`src/dominant_speaker_window_vote_macros.svh`:
```
// Assertion macros for the dominant speaker window vote block.
`ifndef DOMINANT_SPEAKER_WINDOW_VOTE_MACROS_SVH
`define DOMINANT_SPEAKER_WINDOW_VOTE_MACROS_SVH

// Same-cycle implication, disabled while reset is asserted.
`define DSV_ASSERT_SAME(lbl, clk, rst_n, ante, cons, msg) \
    lbl: assert property (@(posedge clk) disable iff (!rst_n) (ante) |-> (cons)) \
        else $error(msg);

// Next-cycle implication, disabled while reset is asserted.
`define DSV_ASSERT_NEXT(lbl, clk, rst_n, ante, cons, msg) \
    lbl: assert property (@(posedge clk) disable iff (!rst_n) (ante) |=> (cons)) \
        else $error(msg);

`endif

```
`src/dsv_pkg.sv`:
```
// Package with types and constants of the dominant speaker window vote block.
package dsv_pkg;

    localparam int NUM_STREAMS_DEF = 16;

    localparam int ID_W     = 4;
    localparam int ENERGY_W = 31;
    localparam int WINS_W   = 16;
    localparam int TOTAL_W  = 48;
    localparam int FRAMES_W = 16;
    localparam int CFG_W    = 31;

    localparam logic [ENERGY_W-1:0] WIN_THRESHOLD_RST = 31'd10000000;
    localparam logic [FRAMES_W-1:0] WINDOW_FRAMES_RST = 16'd100;

    localparam logic CFG_WIN_THRESHOLD = 1'b0;
    localparam logic CFG_WINDOW_FRAMES = 1'b1;

    localparam logic FUNC_REPORT    = 1'b0;
    localparam logic FUNC_FRAME_END = 1'b1;

    typedef enum logic [2:0] {
        ST_IDLE,
        ST_UPD,
        ST_SCAN_RD,
        ST_SCAN_CMP,
        ST_DONE
    } t_state;

    typedef struct packed {
        logic [WINS_W-1:0]  wins;
        logic [TOTAL_W-1:0] total;
    } t_tally;

endpackage

```
`src/dominant_speaker_window_vote.sv`:
```
// Top level of the dominant speaker window vote block.
//
// Input stream (s side): tuser carries func (0 energy report, 1 end of frame),
// tdata carries the stream index and energy. Output stream (m side): tdata carries
// the chosen speaker_id, one transfer per decision window that saw any win.
// Config port: write enable, register index (0 win_threshold, 1 window_frames)
// and data; writes take effect at the clock edge. Write only while the block is
// idle; the block itself does not enforce this. Sequencing: an energy report or
// an end of frame without a win is handled in ST_IDLE. An end of frame with a win
// reads the tally memory there and does the saturating add/write in ST_UPD. A
// window close adds a scan, one memory read and one compare per stream, on the
// single tally read port. tready is low while the sequencer is busy.
// Reset: synchronous, active low; registers return to their reset values and
// the tallies read as zero (per-entry valid bits clear at once).
// Stall: the result sits in an output register; new input keeps flowing while
// it waits. Only a second result that finds the register still full holds the
// sequencer until the receiver takes the first one.
`include "dominant_speaker_window_vote_macros.svh"

module dominant_speaker_window_vote #(
    parameter int NUM_STREAMS = dsv_pkg::NUM_STREAMS_DEF
) (
    input  logic        i_clk,
    input  logic        i_rst_n,
    input  logic        i_cfg_wr_en,
    input  logic        i_cfg_addr,
    input  logic [30:0] i_cfg_data,
    input  logic        i_s_tvalid,
    output logic        o_s_tready,
    input  logic [39:0] i_s_tdata,   // [3:0] stream index, [34:4] energy, [39:35] zero
    input  logic [0:0]  i_s_tuser,   // [0] func
    output logic        o_m_tvalid,
    input  logic        i_m_tready,
    output logic [7:0]  o_m_tdata    // [3:0] speaker_id, [7:4] zero
);

    localparam int IW = (NUM_STREAMS > 1) ? $clog2(NUM_STREAMS) : 1;
    localparam logic [IW-1:0] LAST_IDX = IW'(NUM_STREAMS - 1);

    dsv_pkg::t_state r_state, n_state;

    logic [dsv_pkg::ENERGY_W-1:0] r_threshold;
    logic [dsv_pkg::FRAMES_W-1:0] r_window;
    logic [dsv_pkg::ENERGY_W-1:0] r_best_energy;
    logic [dsv_pkg::ID_W-1:0]     r_best_stream;
    logic                         r_has_report;
    logic [dsv_pkg::FRAMES_W-1:0] r_frames;
    logic                         r_close;
    logic [IW-1:0]                r_idx;
    logic                         r_found;
    logic [dsv_pkg::WINS_W-1:0]   r_top_wins;
    logic [dsv_pkg::TOTAL_W-1:0]  r_top_total;
    logic [IW-1:0]                r_top_id;
    logic                         r_out_valid;
    logic [dsv_pkg::ID_W-1:0]     r_out_id;
    logic [NUM_STREAMS-1:0]       r_valid;

    dsv_pkg::t_tally mem [NUM_STREAMS];
    dsv_pkg::t_tally r_rd_data;
    logic            r_rd_ok;

    logic                         s_fire;
    logic                         in_func;
    logic [dsv_pkg::ID_W-1:0]     in_sid;
    logic [dsv_pkg::ENERGY_W-1:0] in_energy;
    logic                         sid_ok;
    logic                         is_win;
    logic [dsv_pkg::FRAMES_W-1:0] frames_inc;
    logic                         will_close;

    logic [IW-1:0]         rd_addr;
    logic                  mem_we;
    logic [IW-1:0]         wr_addr;
    dsv_pkg::t_tally       wr_data;
    logic                  clear_frame;
    logic                  scan_start;
    logic                  out_load;
    logic                  tally_clear;

    logic [dsv_pkg::WINS_W-1:0]  cur_wins;
    logic [dsv_pkg::TOTAL_W-1:0] cur_total;
    logic [dsv_pkg::TOTAL_W:0]   sum;
    logic                        take;

    assign in_func   = i_s_tuser[0];
    assign in_sid    = i_s_tdata[3:0];
    assign in_energy = i_s_tdata[34:4];
    assign sid_ok    = 32'(in_sid) < NUM_STREAMS;

    assign o_s_tready = (r_state == dsv_pkg::ST_IDLE);
    assign s_fire     = i_s_tvalid && o_s_tready;

    assign is_win     = r_best_energy > r_threshold;
    assign frames_inc = (r_frames != '1) ? r_frames + 16'd1 : r_frames;
    assign will_close = frames_inc >= r_window;

    assign cur_wins  = r_rd_ok ? r_rd_data.wins : '0;
    assign cur_total = r_rd_ok ? r_rd_data.total : '0;
    assign sum       = {1'b0, cur_total} + 49'(r_best_energy);
    assign take      = (cur_wins != '0) &&
                       (!r_found || (cur_wins > r_top_wins) ||
                        ((cur_wins == r_top_wins) && (cur_total > r_top_total)));

    assign o_m_tvalid = r_out_valid;
    assign o_m_tdata  = {4'b0, r_out_id};

    // Next state.
    always_comb begin
        n_state = r_state;
        unique case (r_state)
            dsv_pkg::ST_IDLE: begin
                if (s_fire && (in_func == dsv_pkg::FUNC_FRAME_END) && r_has_report) begin
                    if (is_win) begin
                        n_state = dsv_pkg::ST_UPD;
                    end else if (will_close) begin
                        n_state = dsv_pkg::ST_SCAN_RD;
                    end
                end
            end
            dsv_pkg::ST_UPD: begin
                n_state = r_close ? dsv_pkg::ST_SCAN_RD : dsv_pkg::ST_IDLE;
            end
            dsv_pkg::ST_SCAN_RD: begin
                n_state = dsv_pkg::ST_SCAN_CMP;
            end
            dsv_pkg::ST_SCAN_CMP: begin
                n_state = (r_idx == LAST_IDX) ? dsv_pkg::ST_DONE : dsv_pkg::ST_SCAN_RD;
            end
            dsv_pkg::ST_DONE: begin
                if (!r_found || !r_out_valid || i_m_tready) begin
                    n_state = dsv_pkg::ST_IDLE;
                end
            end
            default: n_state = dsv_pkg::ST_IDLE;
        endcase
    end

    // Sequencer outputs.
    always_comb begin
        rd_addr     = r_idx;
        mem_we      = 1'b0;
        wr_addr     = IW'(r_best_stream);
        wr_data.wins  = (cur_wins != '1) ? cur_wins + 16'd1 : cur_wins;
        wr_data.total = sum[dsv_pkg::TOTAL_W] ? '1 : sum[dsv_pkg::TOTAL_W-1:0];
        clear_frame = 1'b0;
        scan_start  = 1'b0;
        out_load    = 1'b0;
        tally_clear = 1'b0;
        unique case (r_state)
            dsv_pkg::ST_IDLE: begin
                rd_addr = IW'(r_best_stream);
                if (s_fire && (in_func == dsv_pkg::FUNC_FRAME_END) && r_has_report) begin
                    clear_frame = !is_win;
                    scan_start  = will_close;
                end
            end
            dsv_pkg::ST_UPD: begin
                mem_we      = 1'b1;
                clear_frame = 1'b1;
            end
            dsv_pkg::ST_SCAN_RD: begin
            end
            dsv_pkg::ST_SCAN_CMP: begin
            end
            dsv_pkg::ST_DONE: begin
                if (!r_found || !r_out_valid || i_m_tready) begin
                    out_load    = r_found;
                    tally_clear = 1'b1;
                end
            end
            default: begin
            end
        endcase
    end

    // Tally memory.
    always_ff @(posedge i_clk) begin
        if (mem_we) begin
            mem[wr_addr] <= wr_data;
        end
        r_rd_data <= mem[rd_addr];
    end

    always_ff @(posedge i_clk) begin
        if (!i_rst_n) begin
            r_state       <= dsv_pkg::ST_IDLE;
            r_threshold   <= dsv_pkg::WIN_THRESHOLD_RST;
            r_window      <= dsv_pkg::WINDOW_FRAMES_RST;
            r_best_energy <= '0;
            r_best_stream <= '0;
            r_has_report  <= 1'b0;
            r_frames      <= '0;
            r_close       <= 1'b0;
            r_idx         <= '0;
            r_found       <= 1'b0;
            r_top_wins    <= '0;
            r_top_total   <= '0;
            r_top_id      <= '0;
            r_out_valid   <= 1'b0;
            r_out_id      <= '0;
            r_valid       <= '0;
            r_rd_ok       <= 1'b0;
        end else begin
            r_state <= n_state;
            r_rd_ok <= r_valid[rd_addr];

            if (i_cfg_wr_en) begin
                unique case (i_cfg_addr)
                    dsv_pkg::CFG_WIN_THRESHOLD: r_threshold <= i_cfg_data;
                    dsv_pkg::CFG_WINDOW_FRAMES: r_window    <= i_cfg_data[15:0];
                    default: begin
                    end
                endcase
            end

            if (s_fire && (in_func == dsv_pkg::FUNC_REPORT) && sid_ok) begin
                r_has_report <= 1'b1;
                if (in_energy > r_best_energy) begin
                    r_best_energy <= in_energy;
                    r_best_stream <= in_sid;
                end
            end

            if (s_fire && (in_func == dsv_pkg::FUNC_FRAME_END) && r_has_report) begin
                r_close  <= will_close;
                r_frames <= will_close ? '0 : frames_inc;
            end

            if (clear_frame) begin
                r_best_energy <= '0;
                r_best_stream <= '0;
                r_has_report  <= 1'b0;
            end

            if (mem_we) begin
                r_valid[wr_addr] <= 1'b1;
            end

            if (scan_start) begin
                r_idx   <= '0;
                r_found <= 1'b0;
            end

            if (r_state == dsv_pkg::ST_UPD && r_close) begin
                r_idx   <= '0;
                r_found <= 1'b0;
            end

            if (r_state == dsv_pkg::ST_SCAN_CMP) begin
                if (take) begin
                    r_found     <= 1'b1;
                    r_top_wins  <= cur_wins;
                    r_top_total <= cur_total;
                    r_top_id    <= r_idx;
                end
                if (r_idx != LAST_IDX) begin
                    r_idx <= r_idx + 1'b1;
                end
            end

            if (tally_clear) begin
                r_valid <= '0;
            end

            if (out_load) begin
                r_out_valid <= 1'b1;
                r_out_id    <= dsv_pkg::ID_W'(r_top_id);
            end else if (r_out_valid && i_m_tready) begin
                r_out_valid <= 1'b0;
            end
        end
    end

    `DSV_ASSERT_SAME(a_upd_after_frame_end, i_clk, i_rst_n,
        r_state == dsv_pkg::ST_UPD,
        $past(s_fire) && ($past(in_func) == dsv_pkg::FUNC_FRAME_END),
        "tally update without a preceding frame end")
    `DSV_ASSERT_NEXT(a_tally_cleared, i_clk, i_rst_n,
        tally_clear, r_valid == '0,
        "tallies not cleared after window close")
    `DSV_ASSERT_SAME(a_cmp_after_read, i_clk, i_rst_n,
        r_state == dsv_pkg::ST_SCAN_CMP, $past(r_state) == dsv_pkg::ST_SCAN_RD,
        "scan compare without a memory read")
    `DSV_ASSERT_NEXT(a_out_load_free, i_clk, i_rst_n,
        out_load && !(r_out_valid && !i_m_tready), r_out_valid,
        "result lost at output register")

endmodule

```
`config.mk`:
```
export PLATFORM = sky130hd
export DESIGN_NAME = dominant_speaker_window_vote
export DESIGN_NICKNAME = d
export VERILOG_FILES = /design/src/dsv_pkg.sv /design/src/dominant_speaker_window_vote.sv
export VERILOG_INCLUDE_DIRS = /design/src /design/src/src
export SDC_FILE = /design/constraint.sdc
export NUM_CORES = 2
export LEC_CHECK = 0
export ABC_AREA = 1
export BUFFER_PORTS_ARGS = -buffer_cell sky130_fd_sc_hd__buf_4
export CAP_MARGIN = 20
export CORE_UTILIZATION = 34
export CTS_BUF_LIST = sky130_fd_sc_hd__clkbuf_16
export CTS_CLUSTER_SIZE = 30
export DETAILED_ROUTE_END_ITERATION = 16
export HOLD_SLACK_MARGIN = 0.1
export PLACE_DENSITY_LB_ADDON = 0.15
export SETUP_SLACK_MARGIN = 0.2
export SLEW_MARGIN = 10
export SYNTH_ARGS = -nofsm -noshare
export SYNTH_HDL_FRONTEND = slang
export SYNTH_SLANG_ARGS = --single-unit
```
`constraint.sdc`:
```
create_clock -name i_clk -period 4 [get_ports i_clk]
set_input_delay 0.4 -clock i_clk [delete_from_list [all_inputs] [get_ports i_clk]]
set_output_delay 0.4 -clock i_clk [all_outputs]
set_load 0.005 [all_outputs]
```
# [After elaboration in Yosys (flattened, before gate mapping)]
# Memories as Yosys holds them, arrays and structs flattened. A register that Yosys moved wholly into a read port is not among the register bits.
# Cells that the tools add are included.
[totals] n_memories=1 ramBits=1024 output_inout_bits=10 word_cells=111 regBits=198 input_bits=78
[memory_table] memory="mem" words=16 width=64 rd=1 rd_clocked_by_memory_dff=1 wr=1 line="dominant_speaker_window_vote.sv:58" text="dsv_pkg::t_tally mem [NUM_STREAMS];"
[op_classes] n_addsub=4 n_bitwise=4 n_lt_le_gt_ge=8 n_reduce_logical=26 mux=39 eq_ne=12
[op_table] op="48-bit 2-to-1 mux" n=2
[op_table] op="16-bit 2-to-1 mux" n=4
[op_table] op="31-bit greater-than comparator" n=2
[op_table] op="48-bit by 31-bit adder with 49-bit output" n=1
[op_table] op="48-bit greater-than comparator" n=1
[op_table] op="16-bit by 1-bit adder with 16-bit output, second input constant" n=2
[op_table] op="16-bit inequality test, second input constant" n=2
[op_table] op="4-bit 2-to-1 mux" n=5
[op_table] op="1-bit 2-to-1 mux" n=18
[op_table] op="16-bit equality test" n=1
[op_table] op="16-bit >= comparator" n=1
[op_table] op="16-bit greater-than comparator" n=1
[op_table] op="16-bit bitwise OR" n=1
[op_table] op="16-bit nonzero test" n=1
[op_table] op="3-bit 2-to-1 mux" n=5
[op_table] op="3-bit one-hot mux with 5 select lines" n=1
[op_table] op="4-bit by 5-bit less-than comparator with 1-bit output, second input constant" n=2
[op_table] op="1-bit logical AND" n=9
[op_table] op="2-bit AND reduction" n=4
[op_table] op="3-bit by 2-bit equality test with 1-bit output, second input constant" n=2
[op_table] op="4-bit by 1-bit adder with 4-bit output, second input constant" n=1
[op_table] op="1-bit binary-select mux with 4-bit select" n=1
[op_table] op="1-bit demux with 4-bit select" n=1
[op_table] op="4-bit equality test, second input constant" n=1
[op_table] op="other kinds (16)" n=24

# [Depth between registers and ports, before layout]
[logic_depth] word_depth=10 depth_mapped=24 mapped_depth_nobuf=22

# [Worst setup path before layout]
# Ideal clock, no wire load.
[synth_timing] path_type="reg-to-reg" start="register r_state[0]" end="memory mem[13][0] (netlist name), enable pin" n_path_buf=0 arrival_time_ns=3.821 stages_incl_launch_ff=7 required_time_ns=3.512 synth_period_minus_slack_ns=4.309 path_slack_ns=-0.309 setup_time_ns=0.488 cell_sequence="dfxtp_1 > inv_1 > nor3_1 > inv_1 > nor3_1 > inv_1 > nor2_1"
[synth_between] elab_chain_cells=4
[synth_rtl] element="start: declaration" line="dominant_speaker_window_vote.sv:40" text="dsv_pkg::t_state r_state, n_state;"
[synth_rtl] element="start signal: assignment" line="dominant_speaker_window_vote.sv:186" text="r_state <= dsv_pkg::ST_IDLE;"
[synth_rtl] element="start signal: assignment" line="dominant_speaker_window_vote.sv:204" text="r_state <= n_state;"
[synth_rtl] element="3-bit by 1-bit equality test with 1-bit output" line="dominant_speaker_window_vote.sv:149" text="unique case (r_state)"
[synth_rtl] element="1-bit 2-to-1 mux" line="dominant_speaker_window_vote.sv:149"
[synth_rtl] element="1-bit 2-to-1 mux" line="dominant_speaker_window_vote.sv:178" text="if (mem_we) begin"
[synth_rtl] element="1-bit 2-to-1 mux (not written as such)" line="dominant_speaker_window_vote.sv:179" text="mem[wr_addr] <= wr_data;"
[synth_rtl] element="end: declaration" line="dominant_speaker_window_vote.sv:58"
# No other way between the ends.

==> impl_metrics.toml <==
[clocking]
cts-root-buf = "clkbuf_16"
h-tree-depth = 4
cts_tree = "yes"
cts_sinks = 1286
clkTransAtPathRegs_ns = 0.06
insertion_delay_ns = 0.78
clock_path_buffers = 3
cts_buffers = 140

[power_and_ir_drop]
p_switching_w = 0.00686
power.share.clock_pct = 42.6
switching_share_pct = 23.5
power_frac_seq_pct = 50.4
power_density_mw_per_mm2 = 448
pwr-share-comb_pct = 7.0
p_total_w = 0.0292
intPower_w = 0.0224
peakVddDrop_mv = 0.451
p_leak_nw = 24.0

[cells_and_area]
nNetsFinal = 5641
area.growth.synth_to_final_pct = 16.1
drive_above_1_share_pct = 8.40
instances_no_fill = 7678

[logic_synthesis]
synthTopCellsByCount = "edfxtp_1, nor2_1, nand2_1"
synthTopCellsByArea = "edfxtp_1, dfxtp_1, nor2_1, o21ai_0, nand2_1"
synth_ff_type = "edfxtp_1"
synth.most_common_cell = "edfxtp_1"
ys_types = 53
yosysSeqAreaShare_pct = 64.1
yosysWarnings = 0
yosysTopAreaCell = "edfxtp_1"
async_flop_share_pct = 0
synth_edf_count = 1024
syn-cell-area_mm2 = 0.0562
syn_inst = 5242
avgSynthCellArea_um2 = 10.7
yosysTopAreaCellShare_pct = 54.8
synth_seq_cells = 1286

[global_route]
gr-usage-met3_pct = 2.76
grt_overflow = 0
use_met2_pct = 32.1
grt_pass1_wl_um = 246000
grt_util_all_layers_pct = 19.5
grt_max_degree = 145
grt_util_met1_pct = 26.8
antenna_found_initial = 1
top_usage_layer = "met2"
grt_pass1_vias = 38100

[sta]
rsz0062_at_grt = "yes"
fmaxAchievable_mhz = 264
slew_violations = 0
max_slew.worst_pin.slew_ns = 1.09
hold_viol = 0
period_share_pct = 94.8
relSlewSlack_pct = 27.0
min_period_ns = 3.79
timing.final.ws_setup_ns = 0.210
setup_violations = 0
fin_skew_ns = 0.0309

[status]
outcome = "finished clean"

[floorplanning]
rows = 148
core_mm2 = 0.163
start_util_pct = 34.4
die_area_mm2 = 0.167
io_pins = 88
die-height_um = 408
die_x_um = 408

[drt]
avgViaCountPerCell = 5.16
vias = 39600
drt_iter0_drc = 3230
first_pass_iters = 5
wirelength_um = 166000
postRouteAntennaNets = 0
route.detailed.drc = 0
avgRoutedWirePerCell_um = 21.6

[setup_path]
crit_path_max_incr_delay_ns = 0.56
critPathRequiredTime_ns = 4.33
cp_slowest_cell = "nand3_1"
worst-setup-path-type = "reg -> reg"
setup.worst_path.end_class = "flip-flop"
crit_path_start_kind = "flip-flop"
path_max_fanout = 47
crit_top_cell = "nand2_1"
worstPathArrival_ns = 4.12
crit_chain = "buf_12, nand2_1, inv_1, ha_1, inv_1, nor2_2, nand2_1, nand2_1, nand2_1, o211ai_2, nand2_1, nand2_2, nand2_1, nand2_2, nand2_1, nand2_2, nand3_2, buf_4, nand3_1"

[run]
max_cap_violations = 0

[hold_path]
hp-class = "in -> reg"

[place]
place_hpwl_um = 93200
io_buffer_count = 78
place_ws_ns = 0.261
gp_congestion = 0.923
dp.cells = 7315
## placed cells by master, fill, tap and decap left out, drive strengths merged, types with 8 or more instances in the layout
cell and count:
nand4 29, o21bai 10, nand3 243, xor2 29, nor2 830, clkinv 65, xnor2 8, buf 184
dfxtp 262, edfxtp 1024, nor3 44, o211ai 87, a22oi 13, dlygate4sd3 100, a21oi 235, nor4 10
o22ai 73, o21ai 634, inv 435, ha 177, nand2 614, clkbuf 148, or2 17, o221ai 185
## critical path, delay by kind of cell, from the launching register on
family | cells | cell delay, ns
adders and majority gates | 1 | 0.28
DFF | 1 | 0.37
and+or+nand+nor | 13 | 1.68
buffers and inverters | 4 | 0.83
AOI/OAI and AO/OA | 1 | 0.12
## through the flow
stage	utilization [%]	area (um2)	TNS [ns]	hold WS (ns)
6_report	39.9	65200	0	0.153
5_1_grt	39.9	65200	-1.52	0.142
4_1_cts	39.9	65100	0	0.103
3_5_place_dp	36.6	59700	0	0.455
3_3_place_gp	36.6	59700	0	0.444
2_1_floorplan	-	56200	-78.88	0.435
## layout make-up
cell class,count,area [um2]
Fill cell,15900,98100
Tap cell,2175,2720
Multi-Input combinational cell,3272,17600
Clock buffer,148,3700
Inverter,401,1530
Sequential cell,1286,36000
Antenna cell,1,2.50
Clock inverter,111,711
Timing Repair Buffer,284,2900
## sequential cells by signal (all words and copies together) (netlist names), 16 cells and up
register,cells
r_rd_data,64
r_best_energy,31
r_top_wins,16
mem,1024
r_valid,16
r_threshold,31
r_top_total,48
r_frames,16
r_window,16
## cell families after synthesis
kind of cell / synth area share [%]
AO/OA/AOI/OAI: 13.3
buffers and inverters: 4.90
AND/OR/NAND/NOR: 13.1
other: 0.00668
XOR/XNOR: 0.577
flip-flops: 64.1
adder cells (fa/ha/maj): 3.98
## routing by layer
layer  share of wire (%)  vias to the layer above
met4                 1.9                        0
met1                  47                    19600
met3                 4.4                      214
met5                   0                        -
li1                    -                    19000
met2                  47                      883
## what timing repair did
action	in CTS	in global routing
gates resized for setup	0	11
setup endpoints to repair	0	364
setup buffers	0	0
hold buffers	100	0
endpoints found under the hold margin	85	0
## path summary, 6_finish.rpt
path / startpoint / end / slack, ns / depth (start not counted)
hold reg to reg: r_threshold[28] / r_threshold[28] / 0.46 / 2
setup reg to reg: r_rd_ok / mem[2][45] / 0.21 / 19
setup / recovery: r_rd_ok / mem[2][45] / 0.21 / 19
hold / removal: i_s_tuser / r_has_report / 0.15 / 4
## power by group through the flow
stage / clock (W) / sequential (W) / combinational [W]
after floorplan: 0 / 0.0149 / 0.00126
after global placement: 0 / 0.0150 / 0.00195
after detailed placement: 0 / 0.0150 / 0.00197
after CTS: 0.0128 / 0.0147 / 0.00206
after global routing: 0.0133 / 0.0147 / 0.00228
final: 0.0125 / 0.0147 / 0.00205
(Power assumes the default switching activity.)
